File: src/rtl/key_velocity_aftertouch_fsm_core_macros.svh
// Assertion macros for the key velocity and aftertouch core.
// Used by the top level only; relies on clk and rst_n in the including scope.
`ifndef KEY_VELOCITY_AFTERTOUCH_FSM_CORE_MACROS_SVH
`define KEY_VELOCITY_AFTERTOUCH_FSM_CORE_MACROS_SVH

// same-cycle implication
`define KVA_ASSERT_IMP(label, ante, cons, msg) \
    label: assert property (@(posedge clk) disable iff (!rst_n) (ante) |-> (cons)) \
        else $error(msg);

// next-cycle implication
`define KVA_ASSERT_NXT(label, ante, cons, msg) \
    label: assert property (@(posedge clk) disable iff (!rst_n) (ante) |=> (cons)) \
        else $error(msg);

`endif

File: src/rtl/kva_pkg.sv
// Shared types, constants and the velocity curve builder for the key velocity core.
// No dependencies; imported by every module of the block.
package kva_pkg;

    localparam int NUM_KEYS_DEF       = 64;
    localparam int CURVE_GAMMA_DEF    = 20;

    localparam int KEY_W    = 6;
    localparam int POS_W    = 13;
    localparam int TS_W     = 32;
    localparam int THR_W    = 12;
    localparam int TIME_W   = 24;
    localparam int TRN_W    = 8;
    localparam int NOTE_W   = 7;
    localparam int AMT_W    = 7;
    localparam int KIND_W   = 2;
    localparam int CFG_IDX_W = 3;
    localparam int CFG_W    = 24;
    localparam int IN_DATA_W  = 56;
    localparam int OUT_DATA_W = 16;

    localparam int DIV_NUM_W = 32;
    localparam int DIV_CNT_W = 5;
    localparam int DIV_STEPS = 32;
    localparam int QUO_W     = 9;

    localparam logic [CFG_IDX_W-1:0] REG_PRESS_THR   = 3'd0;
    localparam logic [CFG_IDX_W-1:0] REG_STRIKE_THR  = 3'd1;
    localparam logic [CFG_IDX_W-1:0] REG_RELEASE_THR = 3'd2;
    localparam logic [CFG_IDX_W-1:0] REG_MIN_TIME    = 3'd3;
    localparam logic [CFG_IDX_W-1:0] REG_MAX_TIME    = 3'd4;
    localparam logic [CFG_IDX_W-1:0] REG_TRANSPOSE   = 3'd5;
    localparam logic [CFG_IDX_W-1:0] REG_PRESS_START = 3'd6;

    localparam longint VelSpan = 126;

    typedef enum logic [1:0] {
        EV_NOTE_ON    = 2'd0,
        EV_NOTE_OFF   = 2'd1,
        EV_AFTERTOUCH = 2'd2
    } event_kind_t;

    typedef enum logic [1:0] {
        PH_IDLE     = 2'd0,
        PH_PRESSED  = 2'd1,
        PH_SOUNDING = 2'd2
    } phase_t;

    typedef enum logic [2:0] {
        ACT_NONE,
        ACT_PRESS,
        ACT_DROP,
        ACT_STRIKE,
        ACT_RELEASE,
        ACT_PRESSURE
    } action_t;

    typedef enum logic [1:0] {
        ST_IDLE,
        ST_EVAL,
        ST_DIV,
        ST_DONE
    } ctrl_state_t;

    typedef struct packed {
        logic load;
        logic act_latch;
        logic div_start;
        logic commit;
    } kva_cmd_t;

    typedef struct packed {
        action_t act;
        logic    div_done;
        logic    emit;
        logic    out_free;
    } kva_stat_t;

    typedef logic [6:0] curve_t [0:256];

    function automatic longint pow_n256(longint a, int e);
        longint r;
        r = longint'(1) << 30;
        for (int i = 0; i < e; i++)
            r = (r * a) >> 8;
        return r;
    endfunction

    function automatic longint pow_c126(longint c);
        longint r;
        r = longint'(1) << 30;
        for (int i = 0; i < 10; i++)
            r = (r * c) / VelSpan;
        return r;
    endfunction

    function automatic curve_t build_curve(int gamma_tenths);
        curve_t cv;
        longint tgt;
        int     best;
        for (int n = 0; n <= 256; n++)
        begin
            tgt  = pow_n256(longint'(n), gamma_tenths);
            best = 0;
            for (int c = 1; c <= 126; c++)
                if (pow_c126(longint'(c)) <= tgt)
                    best = c;
            cv[n] = 7'(best + 1);
        end
        return cv;
    endfunction

endpackage

File: src/rtl/key_velocity_aftertouch_fsm_core.sv
// Key velocity and aftertouch core: one key sample per transfer, at most one MIDI event out.
// One sample at a time: no new sample is taken until the previous one commits; strikes and
// pressure first wait for the 32-step restoring divider; an event waits for a free output.
// Reset clears configuration to defaults and all key phases to idle via per-key valid flops.
// Depends on kva_pkg, kva_ctrl, kva_dp, kva_div and the macros header.
`include "key_velocity_aftertouch_fsm_core_macros.svh"
module key_velocity_aftertouch_fsm_core
    import kva_pkg::*;
#(
    parameter int NUM_KEYS           = NUM_KEYS_DEF,
    parameter int CURVE_GAMMA_TENTHS = CURVE_GAMMA_DEF
)
(
    input  logic                  clk,
    input  logic                  rst_n,
    input  logic                  s_tvalid,
    output logic                  s_tready,
    input  logic [IN_DATA_W-1:0]  s_tdata,   // key_number[5:0], position[18:6], timestamp[50:19]
    output logic                  m_tvalid,
    input  logic                  m_tready,
    output logic [OUT_DATA_W-1:0] m_tdata,   // note[6:0], amount[13:7]
    output logic [KIND_W-1:0]     m_tuser,   // event_kind[1:0]
    input  logic                  cfg_wr_en,
    input  logic [CFG_IDX_W-1:0]  cfg_index,
    input  logic [CFG_W-1:0]      cfg_wdata
);

    kva_cmd_t  cmd;
    kva_stat_t stat;

    kva_ctrl u_ctrl (
        .clk      (clk),
        .rst_n    (rst_n),
        .s_tvalid (s_tvalid),
        .s_tready (s_tready),
        .stat     (stat),
        .cmd      (cmd)
    );

    kva_dp #(
        .NUM_KEYS           (NUM_KEYS),
        .CURVE_GAMMA_TENTHS (CURVE_GAMMA_TENTHS)
    ) u_dp (
        .clk       (clk),
        .rst_n     (rst_n),
        .cmd       (cmd),
        .stat      (stat),
        .s_tdata   (s_tdata),
        .m_tvalid  (m_tvalid),
        .m_tready  (m_tready),
        .m_tdata   (m_tdata),
        .m_tuser   (m_tuser),
        .cfg_wr_en (cfg_wr_en),
        .cfg_index (cfg_index),
        .cfg_wdata (cfg_wdata)
    );

    `KVA_ASSERT_NXT(a_one_item, s_tvalid && s_tready, !s_tready, "second item taken while busy")
    `KVA_ASSERT_IMP(a_out_free, cmd.commit && stat.emit, stat.out_free, "result overwritten")
    `KVA_ASSERT_IMP(a_div_act, cmd.div_start,
        (stat.act == ACT_STRIKE) || (stat.act == ACT_PRESSURE), "divider started for no work")

endmodule

File: src/rtl/kva_div.sv
// Restoring divider, one quotient bit per cycle, 32 steps.
// Depends on kva_pkg; used by the datapath.
module kva_div
    import kva_pkg::*;
(
    input  logic                 clk,
    input  logic                 rst_n,
    input  logic                 start,
    input  logic [DIV_NUM_W-1:0] num,
    input  logic [TIME_W-1:0]    den,
    output logic                 done,
    output logic [QUO_W-1:0]     quo,
    output logic                 ovf
);

    logic                 busy_reg, busy_next;
    logic                 done_reg, done_next;
    logic [DIV_CNT_W-1:0] cnt_reg, cnt_next;
    logic [TIME_W-1:0]    rem_reg, rem_next;
    logic [TIME_W-1:0]    den_reg, den_next;
    logic [DIV_NUM_W-1:0] num_reg, num_next;
    logic [QUO_W-1:0]     q_reg, q_next;
    logic                 ovf_reg, ovf_next;
    logic [TIME_W:0]      trial;
    logic [TIME_W:0]      diff;
    logic                 ge;

    assign trial = {rem_reg, num_reg[DIV_NUM_W-1]};
    assign ge    = trial >= {1'b0, den_reg};
    assign diff  = trial - {1'b0, den_reg};

    always_comb
    begin
        busy_next = busy_reg;
        done_next = 1'b0;
        cnt_next  = cnt_reg;
        rem_next  = rem_reg;
        den_next  = den_reg;
        num_next  = num_reg;
        q_next    = q_reg;
        ovf_next  = ovf_reg;
        if (start)
        begin
            busy_next = 1'b1;
            cnt_next  = '0;
            rem_next  = '0;
            den_next  = den;
            num_next  = num;
            q_next    = '0;
            ovf_next  = 1'b0;
        end
        else if (busy_reg)
        begin
            rem_next = ge ? diff[TIME_W-1:0] : trial[TIME_W-1:0];
            num_next = {num_reg[DIV_NUM_W-2:0], 1'b0};
            q_next   = {q_reg[QUO_W-2:0], ge};
            ovf_next = ovf_reg | q_reg[QUO_W-1];
            cnt_next = cnt_reg + 1'b1;
            if (cnt_reg == DIV_CNT_W'(DIV_STEPS - 1))
            begin
                busy_next = 1'b0;
                done_next = 1'b1;
            end
        end
    end

    always_ff @(posedge clk or negedge rst_n)
    begin
        if (!rst_n)
        begin
            busy_reg <= 1'b0;
            done_reg <= 1'b0;
            cnt_reg  <= '0;
        end
        else
        begin
            busy_reg <= busy_next;
            done_reg <= done_next;
            cnt_reg  <= cnt_next;
        end
    end

    always_ff @(posedge clk)
    begin
        rem_reg <= rem_next;
        den_reg <= den_next;
        num_reg <= num_next;
        q_reg   <= q_next;
        ovf_reg <= ovf_next;
    end

    assign done = done_reg;
    assign quo  = q_reg;
    assign ovf  = ovf_reg;

endmodule

File: src/rtl/kva_dp.sv
// Datapath: configuration registers, per-key memories, action decode, divider and result.
// Depends on kva_pkg and kva_div; driven by kva_ctrl through command and status structs.
module kva_dp
    import kva_pkg::*;
#(
    parameter int NUM_KEYS           = NUM_KEYS_DEF,
    parameter int CURVE_GAMMA_TENTHS = CURVE_GAMMA_DEF
)
(
    input  logic                  clk,
    input  logic                  rst_n,
    input  kva_cmd_t              cmd,
    output kva_stat_t             stat,
    input  logic [IN_DATA_W-1:0]  s_tdata,
    output logic                  m_tvalid,
    input  logic                  m_tready,
    output logic [OUT_DATA_W-1:0] m_tdata,
    output logic [KIND_W-1:0]     m_tuser,
    input  logic                  cfg_wr_en,
    input  logic [CFG_IDX_W-1:0]  cfg_index,
    input  logic [CFG_W-1:0]      cfg_wdata
);

    localparam int KEY_AW = (NUM_KEYS > 1) ? $clog2(NUM_KEYS) : 1;
    localparam curve_t CURVE = build_curve(CURVE_GAMMA_TENTHS);

    logic [THR_W-1:0]  press_thr_reg, strike_thr_reg, release_thr_reg, press_start_reg;
    logic [TIME_W-1:0] min_time_reg, max_time_reg;
    logic [TRN_W-1:0]  transpose_reg;

    logic [KEY_W-1:0]  key_reg;
    logic [POS_W-1:0]  pos_reg;
    logic [TS_W-1:0]   ts_reg;
    logic              bad_reg;
    phase_t            ph_rd_reg;
    logic [TS_W-1:0]   start_rd_reg;
    logic [NOTE_W-1:0] held_rd_reg;
    logic [AMT_W-1:0]  lastp_rd_reg;
    action_t           act_reg;

    phase_t            ph_mem    [NUM_KEYS];
    logic [TS_W-1:0]   start_mem [NUM_KEYS];
    logic [NOTE_W-1:0] held_mem  [NUM_KEYS];
    logic [AMT_W-1:0]  lastp_mem [NUM_KEYS];
    logic [NUM_KEYS-1:0] ph_vld_reg;

    logic                  out_valid_reg;
    event_kind_t           out_kind_reg;
    logic [NOTE_W-1:0]     out_note_reg;
    logic [AMT_W-1:0]      out_amt_reg;

    logic [KEY_W-1:0]  in_key;
    logic [7:0]        in_key_ext;
    logic [KEY_AW-1:0] rd_addr;
    logic [7:0]        key_ext;
    logic [KEY_AW-1:0] wr_addr;

    action_t           act_now;
    logic [TS_W-1:0]   d_raw, d1, d2, d3;
    logic [TIME_W-1:0] vel_span;
    logic [POS_W-1:0]  pos_excess;
    logic [19:0]       p_num;
    logic [DIV_NUM_W-1:0] div_num;
    logic [TIME_W-1:0]    div_den;
    logic                 div_done;
    logic [QUO_W-1:0]     quo;
    logic                 ovf;

    logic signed [9:0] nv;
    logic [NOTE_W-1:0] note_on;
    logic [QUO_W-1:0]  n_idx;
    logic [AMT_W-1:0]  vel;
    logic [AMT_W-1:0]  p_val;
    logic              p_moved;
    logic              emit;
    event_kind_t       res_kind;
    logic [NOTE_W-1:0] res_note;
    logic [AMT_W-1:0]  res_amt;
    logic              wr_phase;
    phase_t            wr_phase_val;

    assign in_key     = s_tdata[5:0];
    assign in_key_ext = {2'b00, in_key};
    assign rd_addr    = in_key_ext[KEY_AW-1:0];
    assign key_ext    = {2'b00, key_reg};
    assign wr_addr    = key_ext[KEY_AW-1:0];

    always_ff @(posedge clk or negedge rst_n)
    begin
        if (!rst_n)
        begin
            press_thr_reg   <= 12'd410;
            strike_thr_reg  <= 12'd1434;
            release_thr_reg <= 12'd205;
            min_time_reg    <= 24'd2000;
            max_time_reg    <= 24'd100000;
            transpose_reg   <= 8'd0;
            press_start_reg <= 12'd1843;
        end
        else if (cfg_wr_en)
        begin
            unique case (cfg_index)
                REG_PRESS_THR:   press_thr_reg   <= cfg_wdata[THR_W-1:0];
                REG_STRIKE_THR:  strike_thr_reg  <= cfg_wdata[THR_W-1:0];
                REG_RELEASE_THR: release_thr_reg <= cfg_wdata[THR_W-1:0];
                REG_MIN_TIME:    min_time_reg    <= cfg_wdata;
                REG_MAX_TIME:    max_time_reg    <= cfg_wdata;
                REG_TRANSPOSE:   transpose_reg   <= cfg_wdata[TRN_W-1:0];
                REG_PRESS_START: press_start_reg <= cfg_wdata[THR_W-1:0];
                default: ;
            endcase
        end
    end

    always_ff @(posedge clk)
    begin
        if (cmd.load)
        begin
            key_reg      <= in_key;
            pos_reg      <= s_tdata[18:6];
            ts_reg       <= s_tdata[50:19];
            bad_reg      <= in_key_ext >= 8'(NUM_KEYS);
            ph_rd_reg    <= ph_vld_reg[rd_addr] ? ph_mem[rd_addr] : PH_IDLE;
            start_rd_reg <= start_mem[rd_addr];
            held_rd_reg  <= held_mem[rd_addr];
            lastp_rd_reg <= lastp_mem[rd_addr];
        end
        if (cmd.act_latch)
            act_reg <= act_now;
    end

    always_comb
    begin
        act_now = ACT_NONE;
        if (!bad_reg)
        begin
            case (ph_rd_reg)
                PH_PRESSED:
                begin
                    if (pos_reg > {1'b0, strike_thr_reg})
                        act_now = ACT_STRIKE;
                    else if (pos_reg < {1'b0, release_thr_reg})
                        act_now = ACT_DROP;
                end
                PH_SOUNDING:
                begin
                    if (pos_reg < {1'b0, release_thr_reg})
                        act_now = ACT_RELEASE;
                    else
                        act_now = ACT_PRESSURE;
                end
                default:
                begin
                    if (pos_reg > {1'b0, press_thr_reg})
                        act_now = ACT_PRESS;
                end
            endcase
        end
    end

    always_comb
    begin
        d_raw = ts_reg - start_rd_reg;
        d1    = (d_raw == '0) ? 32'd1 : d_raw;
        d2    = (d1 < {8'd0, min_time_reg}) ? {8'd0, min_time_reg} : d1;
        d3    = (d2 > {8'd0, max_time_reg}) ? {8'd0, max_time_reg} : d2;
        vel_span   = max_time_reg - d3[TIME_W-1:0];
        pos_excess = pos_reg - {1'b0, press_start_reg};
        p_num = (pos_reg > {1'b0, press_start_reg})
              ? ({pos_excess, 7'd0} - {7'd0, pos_excess}) : '0;
        if (act_now == ACT_STRIKE)
        begin
            div_num = {vel_span, 8'd0};
            div_den = max_time_reg - min_time_reg;
        end
        else
        begin
            div_num = {12'd0, p_num};
            div_den = {11'd0, 13'd4096 - {1'b0, press_start_reg}};
        end
    end

    kva_div u_div (
        .clk   (clk),
        .rst_n (rst_n),
        .start (cmd.div_start),
        .num   (div_num),
        .den   (div_den),
        .done  (div_done),
        .quo   (quo),
        .ovf   (ovf)
    );

    always_comb
    begin
        nv = 10'sd60 + signed'({4'b0000, key_reg}) + 10'(signed'(transpose_reg));
        if (nv < 10'sd0)
            note_on = '0;
        else if (nv > 10'sd127)
            note_on = 7'd127;
        else
            note_on = nv[NOTE_W-1:0];

        if (max_time_reg <= min_time_reg || quo > 9'd256)
            n_idx = 9'd256;
        else
            n_idx = quo;
        vel = CURVE[n_idx];

        p_val   = (ovf || quo > 9'd127) ? 7'd127 : quo[AMT_W-1:0];
        p_moved = ({1'b0, p_val} > {1'b0, lastp_rd_reg} + 8'd2)
               || ({1'b0, lastp_rd_reg} > {1'b0, p_val} + 8'd2);

        res_kind = EV_AFTERTOUCH;
        res_note = held_rd_reg;
        res_amt  = p_val;
        emit     = 1'b0;
        case (act_reg)
            ACT_STRIKE:
            begin
                res_kind = EV_NOTE_ON;
                res_note = note_on;
                res_amt  = vel;
                emit     = 1'b1;
            end
            ACT_RELEASE:
            begin
                res_kind = EV_NOTE_OFF;
                res_amt  = '0;
                emit     = 1'b1;
            end
            ACT_PRESSURE: emit = p_moved;
            default: ;
        endcase

        wr_phase     = 1'b1;
        wr_phase_val = PH_IDLE;
        case (act_reg)
            ACT_PRESS:                wr_phase_val = PH_PRESSED;
            ACT_STRIKE:               wr_phase_val = PH_SOUNDING;
            ACT_DROP, ACT_RELEASE:    wr_phase_val = PH_IDLE;
            default:                  wr_phase     = 1'b0;
        endcase
    end

    always_ff @(posedge clk)
    begin
        if (cmd.commit)
        begin
            if (wr_phase)
                ph_mem[wr_addr] <= wr_phase_val;
            if (act_reg == ACT_PRESS)
                start_mem[wr_addr] <= ts_reg;
            if (act_reg == ACT_STRIKE)
            begin
                held_mem[wr_addr]  <= note_on;
                lastp_mem[wr_addr] <= '0;
            end
            else if (act_reg == ACT_PRESSURE && emit)
                lastp_mem[wr_addr] <= p_val;
        end
    end

    always_ff @(posedge clk or negedge rst_n)
    begin
        if (!rst_n)
            ph_vld_reg <= '0;
        else if (cmd.commit && wr_phase)
            ph_vld_reg[wr_addr] <= 1'b1;
    end

    always_ff @(posedge clk or negedge rst_n)
    begin
        if (!rst_n)
            out_valid_reg <= 1'b0;
        else if (cmd.commit && emit)
            out_valid_reg <= 1'b1;
        else if (m_tready)
            out_valid_reg <= 1'b0;
    end

    always_ff @(posedge clk)
    begin
        if (cmd.commit && emit)
        begin
            out_kind_reg <= res_kind;
            out_note_reg <= res_note;
            out_amt_reg  <= res_amt;
        end
    end

    assign m_tvalid = out_valid_reg;
    assign m_tdata  = {2'b00, out_amt_reg, out_note_reg};
    assign m_tuser  = out_kind_reg;

    assign stat.act      = act_now;
    assign stat.div_done = div_done;
    assign stat.emit     = emit;
    assign stat.out_free = !out_valid_reg || m_tready;

endmodule

File: src/rtl/kva_ctrl.sv
// Controller state machine: sequences accept, evaluate, divide when needed, and commit.
// Depends on kva_pkg; talks to kva_dp through command and status structs.
module kva_ctrl
    import kva_pkg::*;
(
    input  logic      clk,
    input  logic      rst_n,
    input  logic      s_tvalid,
    output logic      s_tready,
    input  kva_stat_t stat,
    output kva_cmd_t  cmd
);

    ctrl_state_t state_reg, state_next;
    logic        needs_div;

    assign needs_div = (stat.act == ACT_STRIKE) || (stat.act == ACT_PRESSURE);

    always_ff @(posedge clk or negedge rst_n)
    begin
        if (!rst_n)
            state_reg <= ST_IDLE;
        else
            state_reg <= state_next;
    end

    always_comb
    begin
        state_next = state_reg;
        unique case (state_reg)
            ST_IDLE: if (s_tvalid) state_next = ST_EVAL;
            ST_EVAL: state_next = needs_div ? ST_DIV : ST_DONE;
            ST_DIV:  if (stat.div_done) state_next = ST_DONE;
            ST_DONE: if (!stat.emit || stat.out_free) state_next = ST_IDLE;
            default: state_next = ST_IDLE;
        endcase
    end

    always_comb
    begin
        s_tready      = 1'b0;
        cmd.load      = 1'b0;
        cmd.act_latch = 1'b0;
        cmd.div_start = 1'b0;
        cmd.commit    = 1'b0;
        unique case (state_reg)
            ST_IDLE:
            begin
                s_tready = 1'b1;
                cmd.load = s_tvalid;
            end
            ST_EVAL:
            begin
                cmd.act_latch = 1'b1;
                cmd.div_start = needs_div;
            end
            ST_DIV: ;
            ST_DONE: cmd.commit = !stat.emit || stat.out_free;
            default: ;
        endcase
    end

endmodule
File: config.mk
export PLATFORM = sky130hd
export DESIGN_NAME = key_velocity_aftertouch_fsm_core
export DESIGN_NICKNAME = d
export VERILOG_FILES = /design/src/rtl/kva_pkg.sv /design/src/rtl/key_velocity_aftertouch_fsm_core.sv /design/src/rtl/kva_div.sv /design/src/rtl/kva_dp.sv /design/src/rtl/kva_ctrl.sv
export VERILOG_INCLUDE_DIRS = /design/src /design/src/rtl
export SDC_FILE = /design/constraint.sdc
export NUM_CORES = 2
export LEC_CHECK = 0
export ABC_AREA = 1
export BUFFER_PORTS_ARGS = -buffer_cell sky130_fd_sc_hd__buf_2
export CORE_MARGIN = 2
export CORE_UTILIZATION = 63
export DETAILED_ROUTE_END_ITERATION = 8
export PLACE_DENSITY_LB_ADDON = 0.25
export RECOVER_POWER = 50
export SYNTH_ARGS = -nofsm -noshare
export SYNTH_HDL_FRONTEND = slang
export SYNTH_HIERARCHICAL = 1
export SYNTH_SLANG_ARGS = --single-unit
File: constraint.sdc
create_clock -name clk -period 11.4 [get_ports clk]
set_input_delay 1.71 -clock clk [delete_from_list [all_inputs] [get_ports clk]]
set_output_delay 1.71 -clock clk [all_outputs]
set_load 0.05 [all_outputs]
Word level (Yosys, flattened, before mapping) --
Memories as Yosys holds them, arrays and structs flattened. A register that Yosys moved wholly into a read port is not among the register bits. Cells that the tools add are included.
Operators by class: $add $sub $neg 12, multipliers 0, div/mod/pow operators 0, magnitude comparators 19, equal/unequal tests 22, shift operators 0, mux-type cells 64, bitwise operators 4, reductions and logical operators 28
Operators with widths (count):
- 32-bit 2-to-1 mux | 5
- 24-bit subtractor | 3
- 64-bit OR | 1
- 7-bit 2-to-1 mux | 7
- 24-bit 2-to-1 mux | 2
- 13-bit by 12-bit > comparator with 1-bit output | 3
- 32-bit by 24-bit > comparator with 1-bit output | 1
- 32-bit logical NOT | 1
- 32-bit by 24-bit less-than comparator with 1-bit output | 1
- 32-bit subtractor | 1
- 1-bit 2-to-1 mux | 30
- 25-bit by 24-bit greater-or-equal comparator with 1-bit output | 1
- 24-bit less-or-equal comparator | 1
- 20-bit 2-to-1 mux | 1
- 20-bit by 13-bit subtractor with 20-bit output | 1
- 3-bit equality test, second input constant | 6
- 7-bit by 2-bit adder with 8-bit output, second input constant | 2
- 7-bit by 8-bit > comparator with 1-bit output | 2
- 3-bit by 2-bit equality test with 1-bit output, second input constant | 5
- 6-bit by 7-bit less-than comparator with 1-bit output, second input constant | 2
- 7-bit case mux with 2 select lines | 1
- 2-bit AND reduction | 7
- 13-bit by 12-bit less-than comparator with 1-bit output | 1
- 13-bit 2-to-1 mux | 1
- 39 further kinds | 63
Word-level totals: bits in registers 339, bits in latches 0, memory bits (writable) 3072, bits in read-only memories 3584, bits of input ports 88, output and inout port bits 20, logic and storage cells 181, memories kept 5
Memory list:
- (no name shown) | depth 512, bits a word 7, rd ports 1, clocked after Yosys merged registers in 0, wr ports 0, line kva_dp.sv:208 | vel = CURVE[n_idx];
- u_dp.start_mem | depth 64, bits a word 32, rd ports 1, clocked after Yosys merged registers in 1, wr ports 1, line kva_dp.sv:42 | logic [TS_W-1:0] start_mem [NUM_KEYS];
- u_dp.held_mem | depth 64, bits a word 7, rd ports 1, clocked after Yosys merged registers in 1, wr ports 1, line kva_dp.sv:43 | logic [NOTE_W-1:0] held_mem [NUM_KEYS];
- u_dp.lastp_mem | depth 64, bits a word 7, rd ports 1, clocked after Yosys merged registers in 1, wr ports 1, line kva_dp.sv:44 | logic [AMT_W-1:0] lastp_mem [NUM_KEYS];
- u_dp.ph_mem | depth 64, bits a word 2, rd ports 1, clocked after Yosys merged registers in 1, wr ports 1, line kva_dp.sv:41 | phase_t ph_mem [NUM_KEYS];

Longest topological paths before layout --
depth in word-level cells 13, gate-level depth with buffers 72, depth with buffers taken out 70

By module --
The synthesis kept the hierarchy.
By module, submodules not included:
- kva_dp | times used 1, cells each 11915, area each 141291.8 um^2, seq. area each 100064.7 um^2
- kva_div | times used 1, cells each 700, area each 5427.7 um^2, seq. area each 2537.4 um^2
- kva_ctrl | times used 1, cells each 34, area each 236.5 um^2, seq. area each 50.0 um^2

Worst setup path before layout --
Ideal clock, no wire load.
kind register to register, from register u_dp.ts_reg[0], to register u_dp.u_div.num_reg[30] (data pin), setup time 253 ps, arrival 8072 ps, data required time 11147 ps, path slack 3075 ps, stages on the path, launching flop included 58, buffers on the path 3, period minus slack after synthesis 8325 ps, cell sequence edfxtp_1 inv_1 ha_1 fa_1 inv_1 nand3_1 nand3_1 nand2_1 nand2_1 nand2_1 nand2_1 xor2_2 ha_1 a21oi_1 nor2_1 a211oi_1 o221ai_1 nor2_1 [... 22 more ...] and2_1 o21ai_1 nand2_1 inv_1 nor2_1 inv_1 a21oi_1 o21ai_1 a21oi_1 nor2_1 o31ai_1 o21ai_1 a21boi_0 o21ai_1 o21ai_0 a21oi_1 nand2_1 nand2_1
Between the ends: word-level cells in the longest chain between the ends 10
Ends and longest elaborated chain:
- from (decl) | line kva_dp.sv:33 | logic [TS_W-1:0] ts_reg;
- from (signal assigned) | line kva_dp.sv:121 | ts_reg <= s_tdata[50:19];
- 32-bit subtractor (*) | line kva_dp.sv:163 | d_raw = ts_reg - start_rd_reg;
- 32-bit logical NOT | line kva_dp.sv:164 | d1 = (d_raw == '0) ? 32'd1 : d_raw;
- 32-bit 2-to-1 mux (*) | line kva_dp.sv:164
- 32-bit by 24-bit less-than comparator with 1-bit output | line kva_dp.sv:165 | d2 = (d1 < {8'd0, min_time_reg}) ? {8'd0, min_time_reg} : d1;
- 32-bit 2-to-1 mux (*) | line kva_dp.sv:165
- 32-bit by 24-bit > comparator with 1-bit output | line kva_dp.sv:166 | d3 = (d2 > {8'd0, max_time_reg}) ? {8'd0, max_time_reg} : d2;
- 24-bit 2-to-1 mux (*) | line kva_dp.sv:166
- 24-bit subtractor (*) | line kva_dp.sv:167 | vel_span = max_time_reg - d3[TIME_W-1:0];
- 32-bit 2-to-1 mux (*) | line kva_dp.sv:171 | if (act_now == ACT_STRIKE)
- via u_dp.div_num[30] | line kva_dp.sv:63 | logic [DIV_NUM_W-1:0] div_num;
- 32-bit 2-to-1 mux (*) | line kva_div.sv:42 | if (start)
- via u_dp.u_div.num_next[30] | line kva_div.sv:21 | logic [DIV_NUM_W-1:0] num_reg, num_next;
- to (signal assigned) | line kva_div.sv:87 | num_reg <= num_next;
- to (decl) | line kva_div.sv:21
The timed path passes the listed nets; every way through them passes the cells marked *. A chain may end at the register's enable or synchronous reset.

==> impl_metrics.toml <==
[yosys]
netlist_top_cells_area = "edfxtp_1 (66%), o21ai_0 (7.6%), nor2_1 (6.5%)"
ys_seq_area_share_pct = 69.9
synth_area_mm2 = 0.147
yosys_most_used_dff = "edfxtp_1"
synth_edf_count = 3246
synthDistinctLibCells = 61
synth_top_area_cell = "edfxtp_1"
yosysWarningCount = 6
yosys.area.top_type_share_pct = 66.3
syn_inst = 12649
synth-seq-cells = 3458
async_flop_share_pct = 5.15
avgSynthCellArea_um2 = 11.6

[global_routing]
track_usage_pct = 36.1
grt_pass1_vias = 99566
grt_max_degree = 229
antenna_found_initial = 28
grt_pass1_wl_um = 633000
grt_overflow = 0

[power_and_ir_drop]
p_clk_share_pct = 39.3
p_sw_share_pct = 24.2
power_mw = 27.8
p_switching_mw = 6.71
powerDensity_mw_per_mm2 = 172
leakagePower_nw = 54.1
power.internal_mw = 21.1
ir_worst_vdd_mv = 0.175
pwr-share-comb_pct = 9.9
p_seq_share_pct = 50.9

[run_status]
status = "complete, but fails checks"
violations = "capacitance limit, slew limit"

[clocking]
clk_pin_slew_worst_paths_ns = 0.06
numCtsBuffers = 356
postCtsSetupBuffers = 0
htree_levels = 5
cts.repair.resized = 0
cts_max_path_buffers = 4
cts.sinks = 3458
cts_tree = "done"
cts_root_buf = "clkbuf_16"
insertion_delay_ns = 0.98
hold_buffers = 0

[routing]
drtIter0Drc = 15663
ant_nets = 0
dr.pass1.iters = 6
vias_per_cell = 6.58
wl_um = 436000
drc_errors = 0
dr_total_vias = 104334
post_drt_wl_per_cell_um = 27.5

[floorplanning]
die-area_mm2 = 0.237
die_x_um = 487
rows = 177
die_height_um = 487
initial_core_util_pct = 63.3
core-area_mm2 = 0.232
ios = 108

[final_layout]
final_nets = 12870
largest_reg_flops = 2048
largestRegisters = "u_dp/start_mem (2048), u_dp/held_mem (448), u_dp/lastp_mem (448)"
layout_common_cells = "edfxtp_1 (3,246), nor2_1 (2,485), o21ai_0 (2,246)"
largest-register = "u_dp/start_mem"
drive_above_1_share_pct = 6.85
layout_commonest_cell = "edfxtp_1"
areaGrowthSynthToFinish_pct = 9.63

[sta]
slew_headroom_pct = -419
final.min_clock_period_ns = 11.00
hold_viol_final = 0
grt_setup_unrepaired = "no"
finalCritPeriodShare_pct = 96.5
timing.fmax_mhz = 90.9
finalSetupTns_ns = 0
worstMarginPinSlew_ns = 7.79
slew_viol_final = 3987
clock_skew_ns = 0.0911
setup_viol = 0

[place]
dp.final_hpwl_um = 248000
numPortBuffers = 100
gp_congestion = 0.937

[critical_path]
endpoint = "u_dp/held_rd_reg[4]"
cp.arrival_ns = 11.74
crit_fanout = 172
end_kind = "flip-flop"
worstRegToRegCells = 66
required_ns = 12.14
worstSetupStartpoint = "s_tdata[0]"
r2r-start = "u_dp/ts_reg[1]"
r2r_slack_ns = 1.09
rr_endpoint = "u_dp/u_div/num_reg[31]"
critPathLaunchType = "input port"
critical_path_class = "input port to flip-flop"

[job]
maxCapViolCount = 58

[worst_hold_path]
hold_path.class = "flip-flop to flip-flop"
## critical path: stages
cell      delay [ns]
buf_6           0.47
clkbuf_1        5.48
clkbuf_2        1.81
o21ai_0         0.28
o22ai_1         0.45
o21ai_0         0.18
o22ai_1         0.73
o21ai_0         0.19
o22ai_1         0.26
## per-stage QoR
stage | setup slack [ns] | area (um^2) | cells | hold slack [ns] | util, %
after floorplan | 3.07 | 147000 | 12650 | 0.424 | -
after global placement | 1.20 | 151000 | 15213 | 0.436 | 64.9
after global routing | 0.0172 | 161000 | 15841 | 0.467 | 69.3
final | 0.401 | 161000 | 15852 | 0.462 | 69.3
after CTS | 1.18 | 161000 | 15831 | 0.461 | 69.5
after detailed placement | 1.18 | 151000 | 15213 | 0.448 | 64.9
## worst min-delay path by stage
stage,end,slack (ns),cells after the start,from
after detailed placement,u_dp/ph_vld_reg[8],0.45,1,u_dp/ph_vld_reg[8]
after floorplan,u_dp/ph_vld_reg[16],0.42,2,u_dp/ph_vld_reg[16]
final,u_dp/ph_vld_reg[12],0.46,1,u_dp/ph_vld_reg[12]
after global placement,u_dp/ph_vld_reg[16],0.44,2,u_dp/ph_vld_reg[16]
after global routing,u_dp/ph_vld_reg[12],0.47,1,u_dp/ph_vld_reg[12]
after CTS,u_dp/ph_vld_reg[8],0.46,1,u_dp/ph_vld_reg[8]
## cell usage after synthesis, types with 3 or more instances
cell and n:
and2_1 6, o221ai_1 6, dfstp_2 35, or2_1 11, xor2_1 66, nor4_1 8
o31ai_1 4, o22ai_1 979, nand3_2 5, inv_2 10, nor2_2 10, xnor2_1 41
o21ai_0 2246, nor3_1 46, ha_1 248, buf_1 29, nor2_1 2554, a21oi_1 182
a211oi_1 9, nor3_2 5, a31oi_1 16, nand2_1 1000, a21boi_0 5, o32ai_1 54
nand4_1 32, a221oi_1 7, o211ai_1 16, dfrtp_1 143, fa_1 6, buf_4 6
nand2_2 11, dfxtp_1 34, nand3b_1 10, clkbuf_1 726, nand3_1 126, a21o_1 3
or2_2 49, o21ai_1 37, clkinv_1 9, buf_6 7, edfxtp_1 3246, buf_2 6
o21ai_2 10, o21bai_1 17, inv_1 550
## cells by family (layout without fill, tap and decap cells)
kind of cell             count (synthesis)  count (layout)  synth area share, %
AO/OA/AOI/OAI                         3605            3605                 13.5
XOR/XNOR                               108             108                0.649
adder cells (fa/ha/maj)                254             254                 2.19
buffers and inverters                 1343            1481                 3.49
flip-flops                            3458            3458                 69.9
other                                    1              23              0.00255
AND/OR/NAND/NOR                       3880            3880                 10.4
## layer usage
metal | global-route usage (%) | up-vias | share of wire, %
li1 | - | 45465 | -
met1 | 47.5 | 50232 | 36
met2 | 55.2 | 7282 | 45
met3 | 7.47 | 1341 | 12
met4 | 23.6 | 14 | 7.3
met5 | 0 | - | 0.021
## cell type report
class                      count  area [um^2]
sequential                  3458       103000
fill                       16027        71200
multi-input combinational   7849        39800
clock buffer                 453         9470
tap                         3043         3810
inverter                     569         2170
timing repair buffer         294         1900
clock inverter               165         1270
antenna                       21         52.6
## power by group through the flow
stage	Sequential (mW)	Clock (mW)	Combinational (mW)
floorplan	14.3	0	1.80
global placement	14.3	0	2.60
detailed placement	14.3	0	2.66
CTS	14.1	11.0	2.68
global route	14.1	11.4	2.99
finish	14.1	10.9	2.74
No activity file was read; power rests on OpenSTA's default activity.
